**src/sv/assert_macros.svh**
```systemverilog
// Assertion macros used by the slot pool sequencer.
`ifndef ASSERT_MACROS_SVH
`define ASSERT_MACROS_SVH

// Clocked property, disabled while reset is asserted.
`define ASSERT_CLK(lbl, clk_s, rstn_s, prop, msg) \
    lbl: assert property (@(posedge clk_s) disable iff (!rstn_s) prop) else $error(msg);

// Condition that must never be seen at a clock edge outside reset.
`define ASSERT_NEVER(lbl, clk_s, rstn_s, cond, msg) \
    lbl: assert property (@(posedge clk_s) disable iff (!rstn_s) !(cond)) else $error(msg);

`endif

```
**src/sv/spfl_pkg.sv**
```systemverilog
// Shared types, constants and helpers for the slot pool allocator.
package spfl_pkg;

    localparam int SLOT_COUNT = 32;
    localparam int SLOT_W     = 5;
    localparam int LINK_W     = 6;
    localparam int CNT_W      = 6;

    typedef logic [SLOT_W-1:0] slot_t;
    typedef logic [LINK_W-1:0] link_t;
    typedef logic [CNT_W-1:0]  cnt_t;

    localparam link_t NULL_LINK  = LINK_W'(SLOT_COUNT);
    localparam cnt_t  FULL_COUNT = CNT_W'(SLOT_COUNT);
    localparam cnt_t  LAST_STEP  = CNT_W'(SLOT_COUNT - 1);

    typedef enum logic [1:0] {
        FUNC_ALLOC = 2'd0,
        FUNC_FREE  = 2'd1,
        FUNC_LIST  = 2'd2
    } func_t;

    typedef enum logic [1:0] {
        STAT_OK         = 2'd0,
        STAT_EXHAUSTED  = 2'd1,
        STAT_NOT_ACTIVE = 2'd2,
        STAT_EMPTY      = 2'd3
    } status_t;

    typedef enum logic [2:0] {
        ST_IDLE,
        ST_DISPATCH,
        ST_REPORT,
        ST_ALLOC_POP,
        ST_FREE_WALK,
        ST_FREE_UNLINK,
        ST_FREE_PUSH,
        ST_LIST
    } state_t;

    // Link table port request: one write and one read per cycle.
    typedef struct packed {
        logic  wr_en;
        slot_t wr_addr;
        link_t wr_data;
        logic  rd_en;
        slot_t rd_addr;
    } ram_req_t;

    // One result word handed to the output register.
    typedef struct packed {
        logic    valid;
        slot_t   slot_id;
        status_t status;
        logic    last;
    } emit_t;

    // Power-up link of an entry: next slot, last entry points to null.
    function automatic link_t init_link(slot_t addr);
        link_t lnk;
        lnk = {1'b0, addr} + link_t'(1);
        if (lnk == NULL_LINK)
            return NULL_LINK;
        return lnk;
    endfunction

endpackage

```
**src/sv/slot_pool_free_list_allocator.sv**
```systemverilog
// Allocate: dispatch reads the free head's link, then pop issues the slot. Free: dispatch,
// an active-list walk from the head, unlink, then push issues the slot; a miss reports.
// List: dispatch reads the head's link, then each active slot is issued. One request at
// a time, the next after the last word; one link read per cycle unless output stalls.
// Reset clears list heads and count; the link table reads as order 0..N-1
// until each entry is first written, so no clearing pass is needed.
module slot_pool_free_list_allocator (
    input  logic        clk,
    input  logic        rst_n,
    input  logic        in_valid,
    output logic        in_stall,
    input  logic [1:0]  func,
    input  logic [4:0]  slot_number,
    output logic        out_valid,
    input  logic        out_stall,
    output logic [4:0]  slot_id,
    output logic [1:0]  status,
    output logic        last
);

    spfl_pkg::ram_req_t ram_req;
    spfl_pkg::link_t    rd_data;
    spfl_pkg::emit_t    emit;
    logic               out_free;

    logic               out_valid_reg;
    spfl_pkg::slot_t    slot_id_reg;
    logic [1:0]         status_reg;
    logic               last_reg;

    // The output register can take a word when empty or draining this cycle.
    assign out_free = !out_valid_reg || !out_stall;

    // Sequencer: decodes the request, walks the lists, builds result words.
    spfl_seq u_seq (
        .clk         (clk),
        .rst_n       (rst_n),
        .in_valid    (in_valid),
        .func        (func),
        .slot_number (slot_number),
        .in_stall    (in_stall),
        .out_free    (out_free),
        .emit        (emit),
        .ram_req     (ram_req),
        .rd_data     (rd_data)
    );

    // Link table shared by the free and active lists.
    spfl_link_ram u_link_ram (
        .clk     (clk),
        .rst_n   (rst_n),
        .req     (ram_req),
        .rd_data (rd_data)
    );

    // Output word register: decouples the sequencer from downstream stall.
    always_ff @(posedge clk or negedge rst_n)
    begin
        if (!rst_n)
            out_valid_reg <= 1'b0;
        else if (emit.valid)
            out_valid_reg <= 1'b1;
        else if (!out_stall)
            out_valid_reg <= 1'b0;
    end

    always_ff @(posedge clk)
    begin
        if (emit.valid)
        begin
            slot_id_reg <= emit.slot_id;
            status_reg  <= emit.status;
            last_reg    <= emit.last;
        end
    end

    assign out_valid = out_valid_reg;
    assign slot_id   = slot_id_reg;
    assign status    = status_reg;
    assign last      = last_reg;

endmodule

```
**src/sv/spfl_link_ram.sv**
```systemverilog
// Link table memory with per-entry written flags and registered read.
module spfl_link_ram (
    input  logic                clk,
    input  logic                rst_n,
    input  spfl_pkg::ram_req_t  req,
    output spfl_pkg::link_t     rd_data
);

    spfl_pkg::link_t                      mem [spfl_pkg::SLOT_COUNT];
    logic [spfl_pkg::SLOT_COUNT-1:0]      written_reg;
    spfl_pkg::link_t                      mem_q_reg;
    spfl_pkg::link_t                      init_q_reg;
    logic                                 hit_q_reg;

    always_ff @(posedge clk)
    begin
        if (req.wr_en)
            mem[req.wr_addr] <= req.wr_data;
        if (req.rd_en)
        begin
            mem_q_reg  <= mem[req.rd_addr];
            init_q_reg <= spfl_pkg::init_link(req.rd_addr);
        end
    end

    // Unwritten entries read as the power-up chain.
    always_ff @(posedge clk or negedge rst_n)
    begin
        if (!rst_n)
        begin
            written_reg <= '0;
            hit_q_reg   <= 1'b0;
        end
        else
        begin
            if (req.wr_en)
                written_reg[req.wr_addr] <= 1'b1;
            if (req.rd_en)
                hit_q_reg <= written_reg[req.rd_addr];
        end
    end

    assign rd_data = hit_q_reg ? mem_q_reg : init_q_reg;

endmodule

```
**src/sv/spfl_seq.sv**
```systemverilog
// Request sequencer: list heads, walk compare, unlink and result words.
`include "assert_macros.svh"

module spfl_seq (
    input  logic                clk,
    input  logic                rst_n,
    input  logic                in_valid,
    input  logic [1:0]          func,
    input  spfl_pkg::slot_t     slot_number,
    output logic                in_stall,
    input  logic                out_free,
    output spfl_pkg::emit_t     emit,
    output spfl_pkg::ram_req_t  ram_req,
    input  spfl_pkg::link_t     rd_data
);

    spfl_pkg::state_t   state_reg, state_next;
    spfl_pkg::func_t    func_reg, func_next;
    spfl_pkg::slot_t    num_reg, num_next;
    spfl_pkg::link_t    free_head_reg, free_head_next;
    spfl_pkg::link_t    active_head_reg, active_head_next;
    spfl_pkg::cnt_t     count_reg, count_next;
    spfl_pkg::link_t    cur_reg, cur_next;
    spfl_pkg::link_t    prev_reg, prev_next;
    spfl_pkg::cnt_t     steps_reg, steps_next;
    logic               use_head_reg, use_head_next;
    spfl_pkg::slot_t    rpt_id_reg, rpt_id_next;
    spfl_pkg::status_t  rpt_status_reg, rpt_status_next;

    spfl_pkg::link_t    walk_cur;
    logic               walk_null;
    logic               walk_hit;
    logic               walk_limit;
    logic               list_fin;
    logic               free_empty;
    logic               active_empty;

    // First compare uses the head register, later ones the fetched link.
    assign walk_cur     = use_head_reg ? active_head_reg : rd_data;
    assign walk_null    = walk_cur >= spfl_pkg::NULL_LINK;
    assign walk_hit     = !walk_null && (walk_cur[spfl_pkg::SLOT_W-1:0] == num_reg);
    assign walk_limit   = steps_reg == spfl_pkg::FULL_COUNT;
    assign list_fin     = (rd_data >= spfl_pkg::NULL_LINK) || (steps_reg == spfl_pkg::LAST_STEP);
    assign free_empty   = free_head_reg >= spfl_pkg::NULL_LINK;
    assign active_empty = active_head_reg >= spfl_pkg::NULL_LINK;

    assign in_stall = state_reg != spfl_pkg::ST_IDLE;

    always_ff @(posedge clk or negedge rst_n)
    begin
        if (!rst_n)
        begin
            state_reg       <= spfl_pkg::ST_IDLE;
            func_reg        <= spfl_pkg::FUNC_ALLOC;
            free_head_reg   <= '0;
            active_head_reg <= spfl_pkg::NULL_LINK;
            count_reg       <= '0;
            steps_reg       <= '0;
            use_head_reg    <= 1'b0;
            prev_reg        <= spfl_pkg::NULL_LINK;
        end
        else
        begin
            state_reg       <= state_next;
            func_reg        <= func_next;
            free_head_reg   <= free_head_next;
            active_head_reg <= active_head_next;
            count_reg       <= count_next;
            steps_reg       <= steps_next;
            use_head_reg    <= use_head_next;
            prev_reg        <= prev_next;
        end
    end

    always_ff @(posedge clk)
    begin
        num_reg        <= num_next;
        cur_reg        <= cur_next;
        rpt_id_reg     <= rpt_id_next;
        rpt_status_reg <= rpt_status_next;
    end

    // Next state
    always_comb
    begin
        state_next = state_reg;
        unique case (state_reg)
            spfl_pkg::ST_IDLE:
            begin
                if (in_valid)
                    state_next = spfl_pkg::ST_DISPATCH;
            end
            spfl_pkg::ST_DISPATCH:
            begin
                unique case (func_reg)
                    spfl_pkg::FUNC_ALLOC:
                        state_next = free_empty ? spfl_pkg::ST_REPORT : spfl_pkg::ST_ALLOC_POP;
                    spfl_pkg::FUNC_FREE:
                        state_next = active_empty ? spfl_pkg::ST_REPORT : spfl_pkg::ST_FREE_WALK;
                    spfl_pkg::FUNC_LIST:
                        state_next = active_empty ? spfl_pkg::ST_REPORT : spfl_pkg::ST_LIST;
                    default:
                        state_next = spfl_pkg::ST_IDLE;
                endcase
            end
            spfl_pkg::ST_REPORT, spfl_pkg::ST_ALLOC_POP, spfl_pkg::ST_FREE_PUSH:
            begin
                if (out_free)
                    state_next = spfl_pkg::ST_IDLE;
            end
            spfl_pkg::ST_FREE_WALK:
            begin
                priority if (walk_null)
                    state_next = spfl_pkg::ST_REPORT;
                else if (walk_hit)
                    state_next = spfl_pkg::ST_FREE_UNLINK;
                else if (walk_limit)
                    state_next = spfl_pkg::ST_REPORT;
            end
            spfl_pkg::ST_FREE_UNLINK:
                state_next = spfl_pkg::ST_FREE_PUSH;
            spfl_pkg::ST_LIST:
            begin
                if (out_free && list_fin)
                    state_next = spfl_pkg::ST_IDLE;
            end
            default:
                state_next = spfl_pkg::ST_IDLE;
        endcase
    end

    // Datapath, link table port and result words
    always_comb
    begin
        func_next        = func_reg;
        num_next         = num_reg;
        free_head_next   = free_head_reg;
        active_head_next = active_head_reg;
        count_next       = count_reg;
        cur_next         = cur_reg;
        prev_next        = prev_reg;
        steps_next       = steps_reg;
        use_head_next    = use_head_reg;
        rpt_id_next      = rpt_id_reg;
        rpt_status_next  = rpt_status_reg;
        emit             = '0;
        ram_req          = '0;

        unique case (state_reg)
            spfl_pkg::ST_IDLE:
            begin
                if (in_valid)
                begin
                    func_next = spfl_pkg::func_t'(func);
                    num_next  = slot_number;
                end
            end
            spfl_pkg::ST_DISPATCH:
            begin
                unique case (func_reg)
                    spfl_pkg::FUNC_ALLOC:
                    begin
                        if (free_empty)
                        begin
                            rpt_id_next     = '0;
                            rpt_status_next = spfl_pkg::STAT_EXHAUSTED;
                        end
                        else
                        begin
                            ram_req.rd_en   = 1'b1;
                            ram_req.rd_addr = free_head_reg[spfl_pkg::SLOT_W-1:0];
                        end
                    end
                    spfl_pkg::FUNC_FREE:
                    begin
                        rpt_id_next     = num_reg;
                        rpt_status_next = spfl_pkg::STAT_EMPTY;
                        use_head_next   = 1'b1;
                        steps_next      = '0;
                        prev_next       = spfl_pkg::NULL_LINK;
                    end
                    spfl_pkg::FUNC_LIST:
                    begin
                        if (active_empty)
                        begin
                            rpt_id_next     = '0;
                            rpt_status_next = spfl_pkg::STAT_EMPTY;
                        end
                        else
                        begin
                            cur_next        = active_head_reg;
                            steps_next      = '0;
                            ram_req.rd_en   = 1'b1;
                            ram_req.rd_addr = active_head_reg[spfl_pkg::SLOT_W-1:0];
                        end
                    end
                    default:
                    begin
                    end
                endcase
            end
            spfl_pkg::ST_REPORT:
            begin
                if (out_free)
                begin
                    emit.valid   = 1'b1;
                    emit.slot_id = rpt_id_reg;
                    emit.status  = rpt_status_reg;
                    emit.last    = 1'b1;
                end
            end
            spfl_pkg::ST_ALLOC_POP:
            begin
                if (out_free)
                begin
                    free_head_next   = rd_data;
                    active_head_next = free_head_reg;
                    count_next       = count_reg + spfl_pkg::cnt_t'(1);
                    ram_req.wr_en    = 1'b1;
                    ram_req.wr_addr  = free_head_reg[spfl_pkg::SLOT_W-1:0];
                    ram_req.wr_data  = active_head_reg;
                    emit.valid       = 1'b1;
                    emit.slot_id     = free_head_reg[spfl_pkg::SLOT_W-1:0];
                    emit.status      = spfl_pkg::STAT_OK;
                    emit.last        = 1'b1;
                end
            end
            spfl_pkg::ST_FREE_WALK:
            begin
                rpt_id_next     = num_reg;
                rpt_status_next = spfl_pkg::STAT_NOT_ACTIVE;
                priority if (walk_null)
                begin
                end
                else if (walk_hit)
                begin
                    cur_next        = walk_cur;
                    ram_req.rd_en   = 1'b1;
                    ram_req.rd_addr = walk_cur[spfl_pkg::SLOT_W-1:0];
                end
                else if (walk_limit)
                begin
                end
                else
                begin
                    prev_next       = walk_cur;
                    steps_next      = steps_reg + spfl_pkg::cnt_t'(1);
                    use_head_next   = 1'b0;
                    ram_req.rd_en   = 1'b1;
                    ram_req.rd_addr = walk_cur[spfl_pkg::SLOT_W-1:0];
                end
            end
            spfl_pkg::ST_FREE_UNLINK:
            begin
                // rd_data is the successor of the slot being released
                if (prev_reg >= spfl_pkg::NULL_LINK)
                    active_head_next = rd_data;
                else
                begin
                    ram_req.wr_en   = 1'b1;
                    ram_req.wr_addr = prev_reg[spfl_pkg::SLOT_W-1:0];
                    ram_req.wr_data = rd_data;
                end
            end
            spfl_pkg::ST_FREE_PUSH:
            begin
                if (out_free)
                begin
                    free_head_next  = cur_reg;
                    count_next      = count_reg - spfl_pkg::cnt_t'(1);
                    ram_req.wr_en   = 1'b1;
                    ram_req.wr_addr = cur_reg[spfl_pkg::SLOT_W-1:0];
                    ram_req.wr_data = free_head_reg;
                    emit.valid      = 1'b1;
                    emit.slot_id    = num_reg;
                    emit.status     = spfl_pkg::STAT_OK;
                    emit.last       = 1'b1;
                end
            end
            spfl_pkg::ST_LIST:
            begin
                if (out_free)
                begin
                    emit.valid   = 1'b1;
                    emit.slot_id = cur_reg[spfl_pkg::SLOT_W-1:0];
                    emit.status  = spfl_pkg::STAT_OK;
                    emit.last    = list_fin;
                    if (!list_fin)
                    begin
                        cur_next        = rd_data;
                        steps_next      = steps_reg + spfl_pkg::cnt_t'(1);
                        ram_req.rd_en   = 1'b1;
                        ram_req.rd_addr = rd_data[spfl_pkg::SLOT_W-1:0];
                    end
                end
            end
            default:
            begin
            end
        endcase
    end

    `ASSERT_CLK(a_exhausted_full, clk, rst_n, free_empty |-> (count_reg == spfl_pkg::FULL_COUNT), "free list empty but active count not full")
    `ASSERT_CLK(a_emit_room, clk, rst_n, emit.valid |-> out_free, "result word issued while output register is held")
    `ASSERT_CLK(a_list_cur, clk, rst_n, (state_reg == spfl_pkg::ST_LIST) |-> (cur_reg < spfl_pkg::NULL_LINK), "list walk holds a null slot")

endmodule
```
**config.mk**
```make
export PLATFORM = sky130hd
export DESIGN_NAME = slot_pool_free_list_allocator
export DESIGN_NICKNAME = d
export VERILOG_FILES = /design/src/sv/spfl_pkg.sv /design/src/sv/slot_pool_free_list_allocator.sv /design/src/sv/spfl_link_ram.sv /design/src/sv/spfl_seq.sv
export VERILOG_INCLUDE_DIRS = /design/src /design/src/sv
export SDC_FILE = /design/constraint.sdc
export NUM_CORES = 1
export LEC_CHECK = 0
export BUFFER_PORTS_ARGS = -buffer_cell sky130_fd_sc_hd__buf_4
export CORE_MARGIN = 2
export CORE_UTILIZATION = 60
export DETAILED_ROUTE_END_ITERATION = 8
export GPL_TIMING_DRIVEN = 1
export PLACE_DENSITY_LB_ADDON = 0.25
export RECOVER_POWER = 100
export SLEW_MARGIN = 20
export SYNTH_ARGS = -nofsm -noshare
export SYNTH_HDL_FRONTEND = slang
export SYNTH_HIERARCHICAL = 1
export SYNTH_SLANG_ARGS = --single-unit
export TNS_END_PERCENT = 5
```
**constraint.sdc**
```tcl
create_clock -name clk -period 5.61 [get_ports clk]
set_input_delay 1.122 -clock clk [delete_from_list [all_inputs] [get_ports clk]]
set_output_delay 1.122 -clock clk [all_outputs]
set_load 0.01 [all_outputs]
```
Word level (Yosys, flattened, before mapping)

Memory sizes are Yosys's and may differ from the RTL's. A register that Yosys moved wholly into a read port is not among the register bits.
Cells that the tools add are included.

$add $sub $neg: 2
Multiply operators: 0
Divide/modulo/power cells: 0
Magnitude comparators: 8
Eq/ne operators: 35
Shift-type cells: 0
Muxes and demuxes: 82
Bitwise operators: 1
Reduce and logical (&&, ||, !) cells: 24

Operator list:

| kind                                                                 | number |
|---|---|
| 6-bit two-way mux                                                    | 31 |
| 6-bit case mux with 2 select lines                                   | 5 |
| 6-bit case mux with 3 select lines                                   | 3 |
| 12-bit two-way mux                                                   | 3 |
| 9-bit two-way mux                                                    | 4 |
| 12-bit case mux with 3 select lines                                  | 1 |
| 9-bit case mux with 4 select lines                                   | 1 |
| 32-bit bitwise OR                                                    | 1 |
| 6-bit >= comparator, second input constant                           | 5 |
| 3-bit two-way mux                                                    | 8 |
| 3-bit case mux with 6 select lines                                   | 1 |
| 2-bit by 1-bit != test with 1-bit output, second input constant      | 8 |
| 2-bit != test, second input constant                                 | 8 |
| 5-bit case mux with 3 select lines                                   | 1 |
| 1-bit two-way mux                                                    | 13 |
| 3-bit == test, second input constant                                 | 4 |
| 6-bit == test, second input constant                                 | 2 |
| 5-bit by 6-bit < comparator with 1-bit output, second input constant | 2 |
| 5-bit two-way mux                                                    | 2 |
| 5-bit case mux with 2 select lines                                   | 1 |
| 3-bit case mux with 3 select lines                                   | 1 |
| 4-bit AND reduction                                                  | 2 |
| 8-bit AND reduction                                                  | 1 |
| 7-bit AND reduction                                                  | 1 |
| other kinds (30)                                                     | 43 |

Register bits: 96
Bits in latches: 0
Bits in writable memories: 192
ROM bits: 0
Input bits: 11
Output and inout bits: 10
Word-level logic and storage cells: 171
Memories kept: 1

Memory list:

| name           | words | bits a word | rd ports | clocked after memory_dff | write ports | RTL line           | RTL |
|---|---|---|---|---|---|---|---|
| u_link_ram.mem | 32    | 6           | 1        | 1                        | 1           | spfl_link_ram.sv:9 | `spfl_pkg::link_t mem [spfl_pkg::SLOT_COUNT];` |

Logic depth before layout (Yosys ltp)

Depth after elaboration: 13
Gate-level depth with buffers: 16
Gate-level depth less buffers: 11

By module

Netlist, hierarchy kept.

Modules (own cells, without submodules):

| module                        | instances | cells each | area each (sq um) | seq. area each (sq um) |
|---|---|---|---|---|
| spfl_link_ram                 | 1         | 543        | 9630.5            | 6951.7 |
| spfl_seq                      | 1         | 312        | 3076.7            | 1293.7 |
| slot_pool_free_list_allocator | 1         | 11         | 276.5             | 265.3 |

Worst setup path after synthesis

No wires, ideal clock.

Path kind: input to register
Start: input port out_stall
End: register u_link_ram.mem_q_reg[1], read port of u_link_ram.mem (data pin)
Setup time: 0.264 ns
Arrival time: 3.523 ns
Data required time: 5.346 ns
Slack: 1.823 ns
Stages: 13
Buffers on the path: 3
Cell sequence: nand2_1 -> nand2_1 -> clkbuf_1 -> inv_1 -> nand2_1 -> o31ai_1 -> a221o_1 -> buf_6 -> buf_8 -> mux4_1 -> mux2_2 -> nand3_1 -> nand4_1

RTL lines:

| element            | RTL line                            | RTL |
|---|---|---|
| start: declaration | slot_pool_free_list_allocator.sv:15 | `input logic out_stall,` |
| end: declaration   | spfl_link_ram.sv:11                 | `spfl_pkg::link_t mem_q_reg;` |

==> flow_summary.toml <==
[critical_path]
regToRegStartpoint = "u_link_ram/hit_q_reg"
path_max_fanout = 24
cp-end-kind = "flop"
path_class = "flop to flop"
critPathMaxStageDelay_ns = 0.98
cp.required_ns = 5.90
crit_start = "u_link_ram/hit_q_reg"
startpoint_type = "flop"
crit_slowest_cell = "a221o_1"
r2r-end = "u_link_ram/mem_q_reg[4]"
reg2reg_depth = 12
cp.arrival_ns = 5.31
path_cells = "mux2_1, mux2i_1, xnor2_1, nor3_1, a21oi_1, o31ai_1, a221o_1, clkbuf_2, mux4_1, mux2_2, nand2_1, nand4_1"
reg2reg_slack_ns = 0.59
endpoint = "u_link_ram/mem_q_reg[4]"

[clock_tree]
cts_sinks = 294
cts.clk_slew.worst_paths_ns = 0.07
clock_latency_ns = 0.56
cts_buffers = 29
cts_tree = "built"
post_cts_buffers = 0
hold_buffers = 0
ctsRootBufferMaster = "clkbuf_16"
cts_max_level = 1
cts_resized = 0
clock_path_buffers = 3

[cells_and_area]
fin_cells = 1185
antenna_cells = 0
largest_reg_flops = 192
nNetsFinal = 906
final_cell_area_mm2 = 0.0141
final_cell_mix = "230 x edfxtp_1, 71 x nand2_1, 70 x mux2i_1"
final_common_cell = "edfxtp_1"
area_growth_pct = 8.68
drive_gt1_share_pct = 16.5

[drt]
drt_pass1_iterations = 6
vias_per_cell = 6.43
wl_per_cell_um = 24.2
drtIter0Drc = 677
drc_errors = 0
antenna_left = 0
vias = 7618
drt_wl_total_um = 28600

[placed_design]
hpwlAfterDp_um = 18700
io_buffers = 20
gp_congestion = 0.947
dp.cells = 1131
dpl-instance-area_mm2 = 0.0133

[floorplan]
start_util_pct = 61.4
die_w_um = 151
chipHeight_um = 151
die_area_mm2 = 0.0228
core_mm2 = 0.0212
num_rows = 53
ios = 21

[logic_synthesis]
synth-async-reset-ratio_pct = 21.8
ys_warn_count = 6
syn_avg_cell_area_um2 = 15.0
ys_types = 72
synth_top_area_share_pct = 53.2
synth_seq_cells = 294
seq_area_frac_synth_pct = 65.5
syn_area_mm2 = 0.0130
yosysTopAreaCell = "edfxtp_1"
syn-num-nets = 885
synth_top_flop_cell = "edfxtp_1"
synth.area.top_cells = "edfxtp_1 53%, dfrtp_1 12%, mux2i_1 5.4%"
synthCells = 866
synth-edff-count = 230

[sta]
period_minus_slack_ns = 5.02
finalSetupViolations = 0
tns_ns = 0
period_share_pct = 89.5
clock.fmax_mhz = 199
slew_headroom_pct = -153
holdWs_ns = 0.459
worst_pin_slew_ns = 3.80
finalMaxSlewViolations = 65
rsz0062_at_grt = "no"
hold_viol = 0
fin_skew_ns = 0.0202

[global_route]
met1_usage_pct = 37.1
grt_pass1_vias = 7452
grt_max_degree = 65
grt_use_met2_pct = 41.0
grt.busiest_layer = "met2"
antenna_found_initial = 0
grt_use_met3_pct = 4.64
grt_pass1_wl_um = 43800
grt.total_usage_pct = 25.8
overflow = 0

[hold_path]
hold_path_class = "flop to flop"

[outcome]
run_status = "finished, violations left"
violations = "max-capacitance violations, max-slew violations"

[pwr]
power_frac_comb_pct = 25.8
vdd_drop_max_mv = 0.299
swShare_pct = 31.5
internal_power_mw = 4.39
power.density_mw_per_mm2 = 454
p_sw_mw = 2.02
p_seq_share_pct = 45.4
pwr-share-clk_pct = 28.8
p_leak_nw = 5.13

[run]
cap_viol_max_count = 2
-- power groups by stage --
stage	Clock, mW	Sequential (mW)	Combinational [mW]
finish	1.85	2.91	1.65
global route	1.95	2.93	1.77
CTS	1.88	2.90	1.69
detailed placement	0	2.95	1.68
global placement	0	2.94	1.64
floorplan	0	2.83	1.35
-- final cells by class --
class / count / area (um2)
Fill cell: 1471 / 7040
Timing Repair Buffer: 31 / 183
Inverter: 15 / 56.3
Sequential cell: 294 / 8510
Multi-Input combinational cell: 516 / 4110
Tap cell: 275 / 344
Clock buffer: 35 / 748
Clock inverter: 19 / 159
-- critical path, delay by kind of cell (launching register included) --
family | cells | cell delay [ns]
AOI/OAI and AO/OA | 3 | 1.76
xor gates and xnor gates | 1 | 0.12
DFF | 1 | 0.50
buffers and inverters | 1 | 0.46
muxes | 4 | 1.38
and+or+nand+nor | 3 | 0.51
-- logic make-up (layout without fill, tap and decap cells) --
logic type	count (synthesis)	count (layout)	synth area share (%)
AO/OA/AOI/OAI	109	109	6.10
XOR/XNOR	9	9	0.607
adder cells (fa/ha/maj)	8	8	0.771
buffers and inverters	56	100	2.58
flip-flops	294	294	65.5
multiplexers	134	134	14.5
AND/OR/NAND/NOR	256	256	9.93
-- through the flow --
step	setup WS (ns)	utilization, %	total power, mW
floorplan	1.82	-	4.17
global placement	0.900	62.9	4.58
detailed placement	0.749	62.9	4.63
CTS	0.858	67.2	6.47
global route	0.238	66.7	6.66
finish	0.590	66.7	6.41
-- synth_stat cells (all sizes together), types with 2 or more instances --
master,number
o311ai,2
nor2b,16
a211o,2
nor2,60
mux2,30
dfrtp,62
mux4,33
or2,36
dfstp,2
nor3,7
a21oi,16
nand2,73
nor4b,3
ha,8
a221oi,2
a21o,4
xor2,3
o21ai,28
o22ai,2
a221o,6
nand4,6
o31ai,5
nand2b,5
nor3b,5
edfxtp,230
mux2i,71
buf,24
clkbuf,17
nand3b,7
inv,13
nand3,26
or3,2
a22oi,27
or3b,4
and2,4
xnor2,6
clkinv,2
-- worst min path at each step --
| stage | endpoint | from | depth (start not counted) | slack [ns] |
|---|---|---|---|---|
| 5_1_grt | u_link_ram/written_reg[21] | u_link_ram/written_reg[21] | 1 | 0.48 |
| 3_3_place_gp | u_link_ram/written_reg[21] | u_link_ram/written_reg[21] | 1 | 0.44 |
| 2_1_floorplan | u_link_ram/written_reg[17] | u_link_ram/written_reg[17] | 1 | 0.43 |
| 4_1_cts | u_link_ram/written_reg[23] | u_link_ram/written_reg[23] | 1 | 0.46 |
| 6_report | u_link_ram/written_reg[23] | u_link_ram/written_reg[23] | 1 | 0.46 |
| 3_5_place_dp | u_link_ram/written_reg[23] | u_link_ram/written_reg[23] | 1 | 0.45 |
-- metal layers --
layer  up-vias  part of all wire [%]
li1       3357                     -
met1      3830                    42
met2       376                    47
met3        55                   8.3
met4         0                   2.8
met5         -                     0
No activity file was read; power rests on OpenSTA's default activity.
